--- src/hdl/ipv4fwd_ram.sv ---
// Generic single-write, single-read RAM with registered read data.
// No dependencies; instantiated for the route and neighbor tables.

module ipv4fwd_ram #(
	parameter int WIDTH = 32,
	parameter int DEPTH = 64
) (
	input  logic                                           clk,
	input  logic                                           we,
	input  logic [((DEPTH > 1) ? $clog2(DEPTH) : 1)-1:0] waddr,
	input  logic [WIDTH-1:0]                               wdata,
	input  logic [((DEPTH > 1) ? $clog2(DEPTH) : 1)-1:0] raddr,
	output logic [WIDTH-1:0]                               rdata
);

	logic [WIDTH-1:0] mem_q [DEPTH];
	logic [WIDTH-1:0] rdata_q;

	always_ff @(posedge clk) begin
		if (we) begin
			mem_q[waddr] <= wdata;
		end
		rdata_q <= mem_q[raddr];
	end

	assign rdata = rdata_q;

endmodule

--- config.mk ---
export PLATFORM = sky130hd
export DESIGN_NAME = ipv4fwd_ram
export DESIGN_NICKNAME = d
export VERILOG_FILES = /design/src/hdl/ipv4fwd_ram.sv
export SDC_FILE = /design/constraint.sdc
export NUM_CORES = 2
export LEC_CHECK = 0
export ABC_AREA = 1
export BUFFER_PORTS_ARGS = -buffer_cell sky130_fd_sc_hd__buf_2
export CORE_MARGIN = 1
export CORE_UTILIZATION = 30
export CTS_BUF_LIST = sky130_fd_sc_hd__clkbuf_4 sky130_fd_sc_hd__clkbuf_8
export CTS_CLUSTER_SIZE = 30
export DETAILED_ROUTE_END_ITERATION = 7
export PLACE_DENSITY = 0.49
export SYNTH_ARGS = -nofsm -noshare
export SYNTH_HDL_FRONTEND = slang
export SYNTH_SLANG_ARGS = --single-unit
--- constraint.sdc ---
create_clock -name clk -period 4.2 [get_ports clk]
set_input_delay 0.21 -clock clk [delete_from_list [all_inputs] [get_ports clk]]
set_output_delay 0.21 -clock clk [all_outputs]
set_load 0.01 [all_outputs]
## Word level (Yosys, flattened, before mapping)

Memories as Yosys holds them, arrays and structs flattened. A register that Yosys moved wholly into a read port is not among the register bits.
Index checks and enable logic that the tools add are counted.

| storage, ports and cells | value |
|---|---|
| input bits | 46 |
| memories | 1 |
| bits in writable memories | 2048 |
| ROM bits | 0 |
| bits in latches | 0 |
| register bits | 0 |
| output and inout port bits | 32 |
| logic and storage cells | 3 |

Memory list:

| memory | depth | bits a word | read ports | clocked after memory_dff | write ports | RTL line | RTL |
|---|---|---|---|---|---|---|---|
| mem_q | 64 | 32 | 1 | 1 | 1 | 16 | `logic [WIDTH-1:0] mem_q [DEPTH];` |

| cells by class | value |
|---|---|
| reduce and logical (&&, ||, !) cells | 0 |
| mux-type cells | 2 |
| shift-type cells | 0 |
| multipliers | 0 |
| equality and inequality tests | 0 |
| add/subtract/negate cells | 0 |
| bitwise operators | 0 |
| divide/modulo/power cells | 0 |
| $lt $le $gt $ge | 0 |

Operators by type and width:

| kind | number |
|---|---|
| 1-bit two-way mux | 2 |

## Logic depth before layout (Yosys ltp)

| logic depth | value |
|---|---|
| word-level depth | 2 |
| gate-level depth with buffers | 13 |
| mapped depth without buffers | 9 |

## Least setup slack after synthesis

No wires, ideal clock.

| timing path | value |
|---|---|
| path type | in2reg |
| start | input port we |
| end | memory mem_q[48][0] (enable) |
| required time | 3.698 ns |
| path buffers | 1 |
| setup time | 0.502 ns |
| setup slack | -0.140 ns |
| arrival time | 3.838 ns |
| stages | 3 |
| cell sequence | clkbuf_1 > nand4_1 > nor4_1 |

| on the way | value |
|---|---|
| cells in the longest elaborated chain, start to end | 2 |

Ends and longest elaborated chain:

| element | RTL line | RTL |
|---|---|---|
| start, declared | 9 | `input logic we,` |
| 1-bit two-way mux | 20 | `if (we) begin` |
| 1-bit two-way mux (not written as such) | 21 | `mem_q[waddr] <= wdata;` |
| end, declared | 16 |  |

No other way between the ends.

==> run summary <==
status: completed
vias in the first global route: 53,128
reg2reg start: mem_q[31][4]
antenna violations before repair: 13
clock skew: 0.105 ns
Final Setup Violations: 0
Area growth, synth to finish: 15.6%
1st-pass router iterations: 6
origin of the worst setup path: raddr[0]
FF+latch count, synth: 2,080
Synth top area share: 74.3%
Data required, critical path: 5.19 ns
maximum VDD drop: 0.341 mV
Crit Path Max Fanout: 136
critical path class: in -> reg
I/O Pins: 78
DIE WIDTH: 527 µm
post-place setup slack: 1.24 ns
mapped cell area: 82,700 µm²
Yosys top cell by area: edfxtp_1
GPL Wtd Cong: 0.811
clock buffer count from CTS: 371
Worst Hold Class: in -> reg
clock latency on the worst-skew pair: 1.07 ns
Leakage: 0.0334 µW
Final min period: 2.63 ns
grt ovf: 0
Routed wire per std cell: 23.7 µm
Mapped Cells: 6,769
Power Density: 461 nW/µm²
sequential fraction of the synthesis area: 75.1%
total power: 44,100 µW
utilization after layout: 34.9%
final hold vios: 0
Row Count: 192
Vias per Instance: 4.97
Critical Path, Cell by Cell: dlygate4sd3_1, buf_8, inv_16, buf_12, nand2_1, nand3_1, nand3_1, nand2_1, nand2_1, nand3_1, nand3_1, nand2_1, dlygate4sd3_1
Initial Utilization: 30.2%
Final nets: 7,068
Worst slew margin: 13.3%
Slowest Stage Delay on Critical Path: 0.57 ns
fill cell total of the finished layout: 26,813
synth top area cells: edfxtp_1 (74%), nand3_1 (12%), nand2_1 (10%)
drt total wl: 258 mm
Critical Path End Type: flip-flop
CTS root buf: clkbuf_8
CTS tree: yes
Max Root-Sink Buffers: 4
Clock transition at path regs: 0.06 ns
post-CTS sizing: 0
wire length of the first global-routing pass: 375 mm
HP Start: wdata[10]
Final Slew Violations: 0
largest net degree at the start of global routing: 175
syn_nets: 6,815
max_cap viols: 0
most frequent cells in the layout: nand2_1 (2,248), edfxtp_1 (2,048), nand3_1 (1,907)
Vias: 54,205
CP max stage cell: dlygate4sd3_1
area of the multi-input gates: 18,800 µm²
setup slack after layout: 1.57 ns
clk sinks: 2,080
Synth Area per Inst: 12.2 µm²
DPL Wire Length: 139 mm
RSZ-0062 raised after global routing: false
initial drt markers: 4,763
Critical Path AT: 3.61 ns
height of the chip: 527 µm
H-tree Lvls: 5
fmax: 381 MHz
Least-Margin Pin Slew: 1.30 ns
I/O Buffers: 77
DP Area: 88,100 µm²
final cycle utilization of the critical path: 62.5%
Routed Antenna Nets: 0
Register Area: 62,100 µm²
Synth cell types: 16
Synth Warn #: 0
core area: 274,000 µm²
Worst setup SP type: primary input
leading cell type in the layout, fill and taps excluded: nand2_1
fraction of layout instances using a drive strength above 1: 12.8%
Global Route Usage Sum: 18.2%
Die Area: 278,000 µm²
Finished Cell Area: 95,600 µm²
DRC Markers: 0
state kept, by name, summed over array words and instances (netlist names):
| signal | count |
|---|---|
| rdata | 32 |
| mem_q | 2048 |
path summary, 6_finish.rpt:
kind,endpoint,slack (ns),depth (start not counted)
worst max-delay path,rdata[4],1.57,13
worst min-delay path,mem_q[59][10],0.18,2
worst max register to register,rdata[4],2.14,9
worst min register to register,rdata[17],0.78,8
cells by family (layout without fill, tap and decap cells):
logic type             Yosys count  count (layout)  share of synthesized area, %
buffers and inverters          461             992                          2.78
flip-flops                    2080            2080                          75.1
AND/OR/NAND/NOR               4228            4228                          22.1
other                            0              20                             0
power breakdown:
part / switching, µW / total [µW] / internal (µW) / leakage (µW)
clock network: 8250 / 18300 / 10000 / 0.00377
registers: 118 / 23100 / 23000 / 0.0187
logic: 2050 / 2730 / 679 / 0.0109
total: 10400 / 44100 / 33700 / 0.0334
per-layer routing:
layer	routed length (µm)	track usage, %	up-vias	share of wire, %
met1	112000	24.5	27282	43
met3	13600	2.55	448	5.3
met5	13	0	-	0.0050
met4	7960	6.48	2	3.1
li1	-	-	24719	-
met2	124000	30.0	1754	48
metrics by stage:
step,hold WS [ns],std cells,TNS (ns)
2_1_floorplan,0.309,6769,-35.84
3_3_place_gp,0.605,10190,0
3_5_place_dp,0.606,10190,0
4_1_cts,0.0878,10889,0
5_1_grt,0.127,10898,0
6_report,0.178,10909,0
critical path: cells and delay by family:
family,cells,cell delay [ns]
buffers and inverters,5,2.16
and+or+nand+nor,8,1.03
cell type report:
cell class	instances	area share, %
antenna	20	0.0523
clock buffer	539	6.78
clock inverter	112	0.606
inverter	12	0.0863
multi-input combinational	4228	19.6
sequential	2080	65.0
tap	3589	4.70
timing repair buffer	329	3.19
timing repair:
| action | 4_1_cts | 5_1_grt |
|---|---|---|
| hold buffers | 48 | 0 |
| setup buffers | 0 | 0 |
| hold endpoints to repair | 2048 | 0 |
synthesized netlist by cell type (all sizes together):
library cell  count
nand2          2248
edfxtp         2048
nand3          1907
buf             372
clkbuf           77
nor2             56
dfxtp            32
inv              12
nand4             9
nor4              8
Note: power is estimated with default switching activity, not from simulation.
