### src/hdl/ipv4fwd_pkg.sv
// Shared types, constants and helpers for the IPv4 forwarding decision block.
// Used by ipv4fwd_cmp and ipv4_forwarding_decision; depends on nothing.

package ipv4fwd_pkg;

	localparam int ROUTE_DEPTH = 64;
	localparam int ARP_DEPTH   = 64;
	localparam int PORT_COUNT  = 4;

	localparam int RT_AW  = (ROUTE_DEPTH > 1) ? $clog2(ROUTE_DEPTH) : 1;
	localparam int NB_AW  = (ARP_DEPTH > 1) ? $clog2(ARP_DEPTH) : 1;
	localparam int MAX_DEPTH = (ROUTE_DEPTH > ARP_DEPTH) ? ROUTE_DEPTH : ARP_DEPTH;
	localparam int CNT_W  = $clog2(MAX_DEPTH + 1);

	localparam int IN_DATA_W  = 136;
	localparam int OUT_DATA_W = 64;

	// Command codes carried on the input tuser.
	localparam logic [1:0] CMD_ROUTE    = 2'd0;
	localparam logic [1:0] CMD_ARP      = 2'd1;
	localparam logic [1:0] CMD_CLASSIFY = 2'd2;

	typedef enum logic [2:0] {
		ACT_FORWARD  = 3'd0,
		ACT_ARP_DROP = 3'd1,
		ACT_BAD_CSUM = 3'd2,
		ACT_TTL_EXC  = 3'd3,
		ACT_UNREACH  = 3'd4,
		ACT_ECHO     = 3'd5,
		ACT_ARP_MISS = 3'd6,
		ACT_WRITTEN  = 3'd7
	} act_t;

	typedef enum logic [2:0] {
		ST_IDLE,
		ST_RSCAN,
		ST_RDEC,
		ST_ASCAN,
		ST_DONE
	} state_t;

	// Route table word; the prefix length is counted once, when the route is written.
	typedef struct packed {
		logic [5:0]  len;
		logic [1:0]  port;
		logic [31:0] mask;
		logic [31:0] prefix;
	} rt_word_t;

	typedef struct packed {
		logic [47:0] mac;
		logic [31:0] ip;
	} nb_word_t;

	// Result of the shared match unit.
	typedef struct packed {
		logic hit;
		logic take;
	} cmp_res_t;

	function automatic logic [5:0] popcnt32(input logic [31:0] v);
		logic [31:0] a;
		logic [31:0] b;
		logic [31:0] c;
		logic [31:0] d;
		logic [31:0] e;
		a = v - ((v >> 1) & 32'h5555_5555);
		b = (a & 32'h3333_3333) + ((a >> 2) & 32'h3333_3333);
		c = (b + (b >> 4)) & 32'h0F0F_0F0F;
		d = c + (c >> 8);
		e = d + (d >> 16);
		return e[5:0];
	endfunction

endpackage

### src/hdl/ipv4fwd_cmp.sv
// Shared masked-compare unit used by both table scans, one entry per cycle.
// Depends on ipv4fwd_pkg for the result struct.

module ipv4fwd_cmp (
	input  logic                  en,
	input  logic [31:0]           key,
	input  logic [31:0]           ref_val,
	input  logic [31:0]           mask,
	input  logic [5:0]            len,
	input  logic [5:0]            best_len,
	input  logic                  found,
	output ipv4fwd_pkg::cmp_res_t res
);
	import ipv4fwd_pkg::*;

	logic hit;

	assign hit = en && ((key & mask) == ref_val);

	// Later entries of equal length replace the current best.
	assign res.hit  = hit;
	assign res.take = hit && (!found || (len >= best_len));

endmodule

### config.mk
export PLATFORM = sky130hd
export DESIGN_NAME = ipv4fwd_cmp
export DESIGN_NICKNAME = d
export VERILOG_FILES = /design/src/hdl/ipv4fwd_pkg.sv /design/src/hdl/ipv4fwd_cmp.sv
export SDC_FILE = /design/constraint.sdc
export NUM_CORES = 1
export LEC_CHECK = 0
export ABC_CLOCK_PERIOD_IN_PS = 2000
export BUFFER_PORTS_ARGS = -buffer_cell sky130_fd_sc_hd__buf_2
export CAP_MARGIN = 20
export CORE_ASPECT_RATIO = 0.8
export CORE_MARGIN = 2
export CORE_UTILIZATION = 31
export DETAILED_ROUTE_END_ITERATION = 7
export PLACE_DENSITY = 0.95
export SETUP_SLACK_MARGIN = 0.3
export SLEW_MARGIN = 10
export SYNTH_ARGS = -nofsm -noshare
export SYNTH_HDL_FRONTEND = slang
export SYNTH_SLANG_ARGS = --single-unit
export TNS_END_PERCENT = 100
### constraint.sdc
create_clock -name vclk -period 2
set_input_delay 0.3 -clock vclk [all_inputs]
set_output_delay 0.3 -clock vclk [all_outputs]
set_load 0.05 [all_outputs]
======== After elaboration in Yosys (flattened, before gate mapping) ========
Cells that the tools add are included.
storage, ports and cells
  output and inout bits ................... 2
  word-level logic and storage cells ...... 7
  bits in latches ......................... 0
  memories kept ........................... 0
  bits of input ports ..................... 110
  RAM bits ................................ 0
  register bits after elaboration ......... 0
  memory bits (read-only) ................. 0
operators by class
  eq/ne operators ......................... 1
  multiply operators ...................... 0
  bitwise gates (word level) .............. 1
  reductions and logical operators ........ 4
  multiplexer cells ....................... 0
  shifts and indexed selects .............. 0
  magnitude comparators ................... 1
  add/sub/neg operators ................... 0
  divide/modulo/power cells ............... 0
operator list
  cell               number
  $and 32x32->32     1
  $eq 32x32->1       1
  $ge 6x6->1         1
  $logic_and 1x1->1  2
  $logic_not 1->1    1
  $logic_or 1x1->1   1

======== Logic depth before layout (Yosys ltp) ========
  depth in word-level cells ............... 4
  mapped depth ............................ 7
  mapped depth without buffers ............ 7

======== Least setup slack after synthesis ========
Ideal clock, no wire load.
  kind .................................... input port to output port
  from .................................... in key[28]
  to ...................................... out res[0] (netlist name)
  slack ................................... -0.039 ns
  path buffers ............................ 0
  cell stages on the path ................. 5
  arrival ................................. 1.739 ns
  path through ............................ a21oi_1 -> o22ai_1 -> or4_4 -> nor4_4 -> and3_1
RTL lines
  item         line               source
  from (decl)  ipv4fwd_cmp.sv:6   input logic [31:0] key,
  to (decl)    ipv4fwd_cmp.sv:12  output ipv4fwd_pkg::cmp_res_t res

==> key figures <==
Outcome
  – Run status: complete, but fails checks
  – Failing checks: negative setup slack

Hold path
  – HP Class: primary input to output port
  – Worst Hold Depth: 5

Yosys
  – Synth cell types: 24
  – Seq/Total Area, Yosys: 0
  – Post-Synthesis Cell Area: 758.2 sq um
  – Syn_nets: 223
  – Mapped Avg Cell Area: 7.086 sq um
  – Yosys warning total: 0
  – Post-synthesis cell count: 107

Floorplan
  – Starting Density: 0.3395
  – Die ar.: 2860 sq um
  – Core Region: 2233 sq um
  – Core Rows: 15
  – # IOs: 112
  – Die Height: 48.24 um
  – Die width: 59.30 um

Drt
  – DRT iter0 DRCs: 11
  – Final wirelength: 2743 um
  – Via count: 1239
  – TritonRoute pass-1 iters: 2
  – Drc violations: 0
  – WL/cell: 11.29 um
  – Vias per inst: 5.099
  – DRT antenna net count: 0

STA
  – Hold_ws: 1.167 ns
  – # setup viols final: 1
  – Final worst slack: -0.003018 ns
  – Post-route minimum period: 2.003 ns
  – Setup TNS: -0.003018 ns
  – Period utilization: 1.002
  – RSZ-0062 raised after global routing: yes
  – Slew at the pin with the worst max-slew slack: 0.2526 ns
  – Achievable Freq: 499.2 MHz
  – Worst slew margin: 0.8313
  – Final Hold Violating Endpoints: 0
  – Slew Limit Fails: 0

Final layout
  – Total of clock buffers placed in the layout: 0
  – Fillers: 216
  – Layout cells sized above 1: 0.5872
  – Area growth from synthesis to layout: 93.24%
  – Sequential cell count: 0
  – Diodes inserted: 0
  – Net count reported at finish: 336
  – Final Instance Area: 1465 sq um
  – Commonest non-fill, non-tap cell in the layout: buf_2
  – Register area: 0 sq um
  – Highest-count cells in the layout ignoring fill and taps: buf_2, a21oi_1, and3_1, a21o_1, nand3_1

Place
  – GP Congestion: 0.7097
  – Post-Place Worst Slack: -0.09183 ns
  – IO buf count: 112
  – DP HPWL: 2445 um
  – Placed Area: 1368 sq um

Critical path
  – Critical Path AT: 1.70 ns
  – Worst Path Required: 1.70 ns
  – Critical Path Start Type: primary input
  – CP Max Fanout: 2
  – Crit path capture type: output port
  – Critical path class: primary input to output port

Power and ir drop
  – Seq pwr share: 0
  – Maximum vdd drop: 0.07848 mV
  – Clock Power Share: 0
  – Switching part of the total: 0.3890
  – Internal power: 0.1475 mW
  – P_leak: 0.9016 nW
  – Power per cell area: 164.7 nW/um^2
  – P_sw: 0.09389 mW
  – Combinational power share: 1.000

Flow run
  – MaxCap Viol Count: 0

Clock tree
  – Hold Buf Count CTS: 0
  – Post-CTS setup repair buffer count: 0

Global routing
  – Gr ovfl total: 0
  – Initial antenna violation count: 0
  – Gr usage total: 0.1565
  – Largest net degree at the start of global routing: 3
  – Vias in the first global route: 1063
  – First-pass GRT wire length: 3581 um
-- kinds of logic after synthesis --
family	after synthesis	share of synthesized area
adder cells (fa/ha/maj)	6	0.09901
AO/OA/AOI/OAI	46	0.4010
XOR/XNOR	5	0.06767
buffers and inverters	7	0.03961
AND/OR/NAND/NOR	43	0.3927
-- worst max-delay path, cell delays in order --
cell and delay, ns:
buf_6 0.10, a21oi_2 0.14, o22ai_2 0.10, or4_4 0.52, nor4_4 0.17, and3_4 0.23, buf_8 0.14
-- worst paths after layout --
kind,startpoint,end
setup / recovery,mask[28],res[0]
hold / removal,ref_val[31],res[1]
-- synthesized netlist by cell type --
cell | number | share of area
ha_1 | 6 | 0.099
and3_1 | 17 | 0.14
o22ai_1 | 1 | 0.0083
o21ai_1 | 1 | 0.0066
a211oi_1 | 6 | 0.059
xnor2_2 | 1 | 0.021
xnor2_1 | 1 | 0.012
and2_1 | 1 | 0.0083
and3b_1 | 6 | 0.069
a21boi_0 | 6 | 0.059
a21o_1 | 8 | 0.079
nor4_4 | 1 | 0.028
buf_4 | 1 | 0.0099
or4_4 | 1 | 0.015
xor2_1 | 3 | 0.035
nand2_1 | 5 | 0.025
nand4_1 | 2 | 0.016
nand2b_1 | 2 | 0.016
nand4_4 | 1 | 0.028
a21oi_1 | 17 | 0.11
nand3_1 | 7 | 0.046
o22a_1 | 6 | 0.069
o21ai_0 | 1 | 0.0066
inv_1 | 6 | 0.030
-- power by group through the flow --
stage          registers (mW)  clock network (mW)  logic [mW]
3_3_place_gp                0                   0       0.217
3_5_place_dp                0                   0       0.224
5_1_grt                     0                   0       0.269
2_1_floorplan               0                   0      0.0922
4_1_cts                     0                   0       0.229
6_report                    0                   0       0.241
-- what timing repair did --
| item | 4_1_cts | 5_1_grt |
|---|---|---|
| setup endpoints to repair | 2 | 2 |
| resized for setup | 10 | 11 |
| gates cloned | 0 | 0 |
| pin swaps | 2 | 1 |
-- per-layer routing --
metal | wire length, um | GRT usage | vias up | part of all wire
li1 | - | - | 646 | -
met1 | 947 | 0.1509 | 532 | 0.35
met2 | 1500 | 0.3670 | 61 | 0.55
met3 | 295 | 0.02653 | 0 | 0.11
met4 | 0 | 0 | 0 | 0
met5 | 0 | 0 | - | 0
-- final cells by class --
type	instances	area [sq um]	share of cell area
inverter	6	22.52	0.01537
multi-input combinational	100	789.5	0.5389
tap	25	31.28	0.02135
timing repair buffer	112	621.8	0.4244
-- metrics by stage --
step	std cells	util	total power [mW]
after floorplan	107	-	0.09221
after global placement	243	0.6123	0.2167
after detailed placement	243	0.6123	0.2244
after CTS	243	0.6297	0.2294
final	243	0.6560	0.2414
after global routing	243	0.6560	0.2693
Power figures use the tool's default switching activity.
